[config.mk]
export PLATFORM = sky130hd
export DESIGN_NAME = latin2_word_case_classifier_core
export DESIGN_NICKNAME = d
export VERILOG_FILES = /design/src/hdl/l2wcc_pkg.sv /design/src/hdl/l2wcc_char_class.sv /design/src/hdl/l2wcc_word_flags.sv /design/src/hdl/latin2_word_case_classifier_core.sv
export SDC_FILE = /design/constraint.sdc
export NUM_CORES = 1
export LEC_CHECK = 0
export ABC_AREA = 1
export ABC_CLOCK_PERIOD_IN_PS = 2400
export BUFFER_PORTS_ARGS = -buffer_cell sky130_fd_sc_hd__buf_2
export CAP_MARGIN = 20
export CORE_MARGIN = 2
export CORE_UTILIZATION = 46
export DETAILED_ROUTE_END_ITERATION = 8
export GPL_TIMING_DRIVEN = 0
export PLACE_DENSITY_LB_ADDON = 0.15
export REMOVE_ABC_BUFFERS = 1
export SLEW_MARGIN = 5
export SYNTH_ARGS = -nofsm -noshare
export SYNTH_HDL_FRONTEND = slang
export SYNTH_SLANG_ARGS = --single-unit
[constraint.sdc]
create_clock -name clk -period 2.4 [get_ports clk]
set_input_delay 0.12 -clock clk [delete_from_list [all_inputs] [get_ports clk]]
set_output_delay 0.12 -clock clk [all_outputs]
set_load 0.02 [all_outputs]
[src/hdl/l2wcc_pkg.sv]
// shared types, class codes and byte tables for the latin2 word case classifier
// no dependencies; used by every module of the block by scoped names
`timescale 1ns / 1ps

package l2wcc_pkg;

  localparam int unsigned CHAR_W  = 8;
  localparam int unsigned CLASS_W = 3;
  localparam int unsigned TDATA_W = 8;

  // case class codes on the result
  localparam logic [CLASS_W-1:0] CLASS_LOWER = 3'd0;
  localparam logic [CLASS_W-1:0] CLASS_CAP   = 3'd1;
  localparam logic [CLASS_W-1:0] CLASS_UPPER = 3'd2;
  localparam logic [CLASS_W-1:0] CLASS_MIXED = 3'd3;
  localparam logic [CLASS_W-1:0] CLASS_NUM   = 3'd4;
  localparam logic [CLASS_W-1:0] CLASS_UNDEF = 3'd5;

  localparam logic [CHAR_W-1:0] CHAR_DOT   = 8'h2E;
  localparam logic [CHAR_W-1:0] CHAR_MINUS = 8'h2D;

  typedef struct packed {
    logic upper;
    logic lower;
    logic digit;
    logic dot;
    logic minus;
  } char_class_t;

  function automatic logic is_upper(input logic [CHAR_W-1:0] b);
    logic r;
    r = 1'b0;
    case (b) inside
      [8'h41:8'h5A]: r = 1'b1;
      8'hA1, 8'hA3, 8'hA5, 8'hA6, 8'hA9, 8'hAA, 8'hAB, 8'hAC, 8'hAE, 8'hAF: r = 1'b1;
      [8'hC0:8'hD6], [8'hD8:8'hDF]: r = 1'b1;
      default: r = 1'b0;
    endcase
    return r;
  endfunction

  // 0xdf is both cases; 0xa7, 0xd7 and 0xf7 count as lower
  function automatic logic is_lower(input logic [CHAR_W-1:0] b);
    logic r;
    r = 1'b0;
    case (b) inside
      [8'h61:8'h7A]: r = 1'b1;
      8'hB1, 8'hB3, 8'hB5, 8'hB6, 8'hB9, 8'hBA, 8'hBB, 8'hBC, 8'hBE, 8'hBF: r = 1'b1;
      [8'hE0:8'hFE]: r = 1'b1;
      8'hA7, 8'hD7, 8'hDF: r = 1'b1;
      default: r = 1'b0;
    endcase
    return r;
  endfunction

  // idx = {first_is_upper, all_upper_so_far, has_digit, all_numeric}
  function automatic logic [CLASS_W-1:0] class_lookup(input logic [3:0] idx,
                                                       input logic later_upper,
                                                       input logic one_char);
    logic [CLASS_W-1:0] r;
    r = CLASS_UNDEF;
    case (idx)
      4'd0:  r = later_upper ? CLASS_MIXED : CLASS_LOWER;
      4'd8:  r = later_upper ? CLASS_MIXED : CLASS_CAP;
      4'd12: r = one_char ? CLASS_CAP : CLASS_UPPER;
      4'd1, 4'd2, 4'd5, 4'd6, 4'd10, 4'd14: r = CLASS_MIXED;
      4'd7:  r = CLASS_NUM;
      default: r = CLASS_UNDEF;
    endcase
    return r;
  endfunction

endpackage

[src/hdl/l2wcc_char_class.sv]
// byte classifier: sorts one iso 8859-2 byte into upper, lower, digit, dot, minus
// depends on l2wcc_pkg
`timescale 1ns / 1ps

module l2wcc_char_class (
  input  logic [l2wcc_pkg::CHAR_W-1:0] char_code,
  output l2wcc_pkg::char_class_t       char_class
);

  always_comb begin
    char_class.upper = l2wcc_pkg::is_upper(char_code);
    char_class.lower = l2wcc_pkg::is_lower(char_code);
    char_class.digit = (char_code >= 8'h30) && (char_code <= 8'h39);
    char_class.dot   = (char_code == l2wcc_pkg::CHAR_DOT);
    char_class.minus = (char_code == l2wcc_pkg::CHAR_MINUS);
  end

endmodule

[src/hdl/l2wcc_word_flags.sv]
// running word flags and the case class they give on the last byte
// depends on l2wcc_pkg
`timescale 1ns / 1ps

module l2wcc_word_flags (
  input  logic                          clk,
  input  logic                          rst,
  input  logic                          step,
  input  logic                          char_last,
  input  l2wcc_pkg::char_class_t        char_class,
  output logic [l2wcc_pkg::CLASS_W-1:0] case_class
);

  logic at_word_start, first_is_upper, all_upper_so_far, has_digit;
  logic all_numeric, dot_seen, later_upper;
  logic first_is_upper_next, all_upper_so_far_next, has_digit_next;
  logic all_numeric_next, dot_seen_next, later_upper_next;

  always_comb begin
    first_is_upper_next   = at_word_start ? char_class.upper : first_is_upper;
    all_upper_so_far_next = all_upper_so_far & ~char_class.lower;
    later_upper_next      = later_upper | (char_class.upper & ~at_word_start);
    has_digit_next        = has_digit | char_class.digit;
    all_numeric_next      = all_numeric;
    dot_seen_next         = dot_seen;
    if (char_class.digit) begin
      all_numeric_next = all_numeric;
    end else if (char_class.dot) begin
      // only one dot allowed in a number
      if (dot_seen) all_numeric_next = 1'b0;
      else          dot_seen_next    = 1'b1;
    end else if (char_class.minus) begin
      // minus only as a leading sign
      if (!at_word_start) all_numeric_next = 1'b0;
    end else begin
      all_numeric_next = 1'b0;
    end
    case_class = l2wcc_pkg::class_lookup({first_is_upper_next, all_upper_so_far_next,
                                          has_digit_next, all_numeric_next},
                                         later_upper_next, at_word_start);
  end

  always_ff @(posedge clk) begin
    if (rst || (step && char_last)) begin
      at_word_start    <= 1'b1;
      first_is_upper   <= 1'b0;
      all_upper_so_far <= 1'b1;
      has_digit        <= 1'b0;
      all_numeric      <= 1'b1;
      dot_seen         <= 1'b0;
      later_upper      <= 1'b0;
    end else if (step) begin
      at_word_start    <= 1'b0;
      first_is_upper   <= first_is_upper_next;
      all_upper_so_far <= all_upper_so_far_next;
      has_digit        <= has_digit_next;
      all_numeric      <= all_numeric_next;
      dot_seen         <= dot_seen_next;
      later_upper      <= later_upper_next;
    end
  end

endmodule

[src/hdl/latin2_word_case_classifier_core.sv]
// top level of the latin2 word case classifier: input register, flag logic, result register
// depends on l2wcc_pkg, l2wcc_char_class and l2wcc_word_flags
`timescale 1ns / 1ps

// Takes the bytes of one ISO 8859-2 word, one request per byte, with tlast on the
// final byte, and returns one case class per word (0 lower, 1 capitalized, 2 upper,
// 3 mixed, 4 numeric, 5 undefined) on the master side. Bytes that are not last give
// no result. One byte is taken every cycle unless the slave side stalls; the class of
// a word enters the result register when its last byte leaves the input register. The
// input register feeds the byte classifier and the flag update, and the result register
// holds a finished class while the next word streams in; the slave side only stalls
// when a last byte is ready while the previous class still waits in the result register.
module latin2_word_case_classifier_core (
  input  logic                           clk,
  input  logic                           rst,
  input  logic                           s_tvalid,
  output logic                           s_tready,
  input  logic [l2wcc_pkg::CHAR_W-1:0]   s_tdata,   // [7:0] char_code
  input  logic                           s_tlast,   // last_char
  output logic                           m_tvalid,
  input  logic                           m_tready,
  output logic [l2wcc_pkg::TDATA_W-1:0]  m_tdata    // [2:0] case_class, [7:3] zero
);

  // input register
  logic                          in_valid;
  logic [l2wcc_pkg::CHAR_W-1:0]  in_code;
  logic                          in_last;

  // result register
  logic [l2wcc_pkg::CLASS_W-1:0] case_class;
  logic [l2wcc_pkg::CLASS_W-1:0] case_class_next;

  l2wcc_pkg::char_class_t char_class;
  logic                   advance;

  // the held byte moves on unless it ends a word and the result slot is still full
  assign advance  = in_valid && (!in_last || !m_tvalid || m_tready);
  assign s_tready = !in_valid || advance;

  l2wcc_char_class u_char_class (
    .char_code  (in_code),
    .char_class (char_class)
  );

  l2wcc_word_flags u_word_flags (
    .clk        (clk),
    .rst        (rst),
    .step       (advance),
    .char_last  (in_last),
    .char_class (char_class),
    .case_class (case_class_next)
  );

  always_ff @(posedge clk) begin
    if (rst) begin
      in_valid <= 1'b0;
    end else if (s_tvalid && s_tready) begin
      in_valid <= 1'b1;
    end else if (advance) begin
      in_valid <= 1'b0;
    end
  end

  always_ff @(posedge clk) begin
    if (s_tvalid && s_tready) begin
      in_code <= s_tdata;
      in_last <= s_tlast;
    end
  end

  always_ff @(posedge clk) begin
    if (rst) begin
      m_tvalid <= 1'b0;
    end else if (advance && in_last) begin
      m_tvalid <= 1'b1;
    end else if (m_tready) begin
      m_tvalid <= 1'b0;
    end
  end

  always_ff @(posedge clk) begin
    if (advance && in_last) begin
      case_class <= case_class_next;
    end
  end

  assign m_tdata = {{(l2wcc_pkg::TDATA_W - l2wcc_pkg::CLASS_W){1'b0}}, case_class};

endmodule

==> metrics.csv <==
metric;value;unit
initial_core_util;0.474;
antenna_cells;0;
dr.pass1.iters;4;
cp-start-kind;register;
cp-end-kind;register;
synth-seq-cells;21;
final_common_cell;nand2_1;
synth_top_area_share;0.283;
core_area;0.00269;mm2
fin_crit;1.82;ns
synth_area_leader_cell;edfxtp_1;
ff2ff_path_depth;12;
cts_root_buffer;clkbuf_4;
reg2reg_to;case_class[0]$_DFFE_PP_;
pwr_density_cell;487;mW/mm2
wl_per_cell;10.3;um
drtIter0Drc;26;
post_dp_cell_area;0.00136;mm2
grt-ovfl-total;0;
cts_tree;done;
drive_above_1_share;0.237;
finalSetupTns;0;ns
clk_latency;0.30;ns
h-tree-depth;1;
clkTransAtPathRegs;0.11;ns
dpl.cell_count;215;
cts_sinks;21;
syn_inst;169;
setup_viol;0;
gp_congestion;0.843;
postCtsSetupBuffers;0;
fin_worst_skew;0.000638;ns
io_pins;23;
grt_usage;0.171;
final_cell_mix;nand2_1, inv_1, buf_2, nor2_1, nand3_1;
crit_required;2.47;ns
area_delta_synth_final;17.0;%
dp_hpwl;1790;um
cts_resized;0;
port_buffers;17;
holdPathEnd;in_valid$_SDFFE_PP0P_;
nNetsFinal;212;
route.antenna.remaining_nets;0;
startpoint;in_code[7]$_DFFE_PP_;
routed_wl;2370;um
rr_startpoint;in_code[7]$_DFFE_PP_;
via_per_inst;4.88;
grt_pass1_vias;1029;
vias;1118;
design_area;0.00149;mm2
yosysWarnings;0;
rsz0062_at_grt;false;
grt_pass1_wl;4230;um
timing.final.crit_share;0.757;
synth.cell_area;0.00127;mm2
synth_area_leaders;edfxtp_1, dfxtp_1, nand2_1, inv_1, nand3_1;
fp-row-count;19;
timing.fmax;550;MHz
outcome;complete, no violations;
dieArea;0.00321;mm2
ys_seq_area_frac;0.424;
die_h;56.6;um
holdPathStages;3;
fin_cells;229;
crit_path_max_fanout;8;
syn_area_per_cell;7.54;um2
hp-start;s_tvalid;
cts_buffers;3;
grt_max_degree;12;
drc;0;
cts_max_path_buffers;2;
arrival;1.89;ns
die_x;56.6;um
hold_violations;0;
hold_path_class;primary input to register;
antenna_found_initial;0;
slew_violations;0;
reg2reg_slack;0.58;ns
ys_types;26;
max-vdd-ir-drop;0.000359;V
leakage;0.758;nW
criticalPathCategory;register to register;
drv_cap;0;
==> report_power, final <==
group          leakage (nW)  internal (W)  switching [W]
Clock                0.0150     0.0000649       0.000108
Sequential            0.189      0.000401      0.0000194
Combinational         0.554     0.0000529      0.0000797
Total                 0.758      0.000519       0.000207
==> what timing repair did <==
| action | CTS | global route |
|---|---|---|
| hold buffers | 10 | 0 |
| endpoints found under the hold margin | 10 | 0 |
| setup endpoints to repair | 0 | 0 |
==> area by class of cell <==
type / instances / area (um2)
repair buffers: 27 / 185
clock buffers: 4 / 26.3
fillers: 250 / 1200
inverters: 32 / 120
multi-input cells: 114 / 579
well taps: 31 / 38.8
flip-flops and latches: 21 / 541
==> critical path, stage by stage, from the launching register on <==
cell and delay, ns:
edfxtp_1 0.54, nor2_4 0.14, inv_1 0.06, nor2_2 0.14, nand4_1 0.14, nand3_2 0.11
nand2_2 0.05, nand2_1 0.06, inv_1 0.04, nand2_2 0.09, inv_2 0.05, nor2_4 0.11
nand3_2 0.06
==> how the worst max path moves through the flow <==
stage,end
3_5_place_dp,case_class[0]$_DFFE_PP_
4_1_cts,case_class[0]$_DFFE_PP_
3_3_place_gp,case_class[0]$_DFFE_PP_
2_1_floorplan,case_class[0]$_DFFE_PP_
6_report,case_class[0]$_DFFE_PP_
5_1_grt,case_class[0]$_DFFE_PP_
==> state kept, by name (all words and copies together) (netlist names) <==
| signal | count |
|---|---|
| u_word_flags.later_upper | 1 |
| in_valid | 1 |
| in_last | 1 |
| u_word_flags.at_word_start | 1 |
| u_word_flags.all_upper_so_far | 1 |
| case_class | 3 |
| u_word_flags.first_is_upper | 1 |
| u_word_flags.dot_seen | 1 |
| m_tvalid | 1 |
| in_code | 8 |
| u_word_flags.all_numeric | 1 |
| u_word_flags.has_digit | 1 |
==> Yosys cell counts <==
cell,number
nand2_1,40
inv_1,25
nor2_1,16
nand3_1,13
edfxtp_1,12
dfxtp_1,9
nand2_2,7
a21oi_1,6
inv_2,6
buf_4,5
nor2_4,5
nand4_1,4
o21ai_0,4
nand3_2,3
nor2_2,3
a211o_1,1
a211oi_1,1
buf_6,1
clkinv_1,1
conb_1,1
nand3b_2,1
nor3_1,1
nor3_2,1
o211ai_1,1
o21ai_1,1
or2_2,1
==> kinds of logic after synthesis <==
| family | share of synthesized area |
|---|---|
| compound gates | 0.0619 |
| buf+inv | 0.133 |
| flops | 0.424 |
| other cells | 0.00294 |
| simple gates | 0.378 |
==> per-stage QoR <==
step | setup slack (ns) | power (W) | util | hold WS, ns
after CTS | 0.589 | 0.000732 | 0.555 | 0.0742
after global placement | 0.610 | 0.000546 | 0.508 | 0.293
after global routing | 0.421 | 0.000766 | 0.555 | 0.0911
after floorplan | 0.744 | 0.000516 | - | 0.189
final | 0.583 | 0.000726 | 0.555 | 0.0794
after detailed placement | 0.608 | 0.000548 | 0.508 | 0.295
==> per-layer routing <==
metal	share of wire	GRT usage	up-vias
met5	0	0	-
met4	0.018	0.0714	0
met3	0.047	0.0276	5
met2	0.48	0.284	34
met1	0.46	0.220	498
li1	-	-	581
No activity file was read; power rests on OpenSTA's default activity.
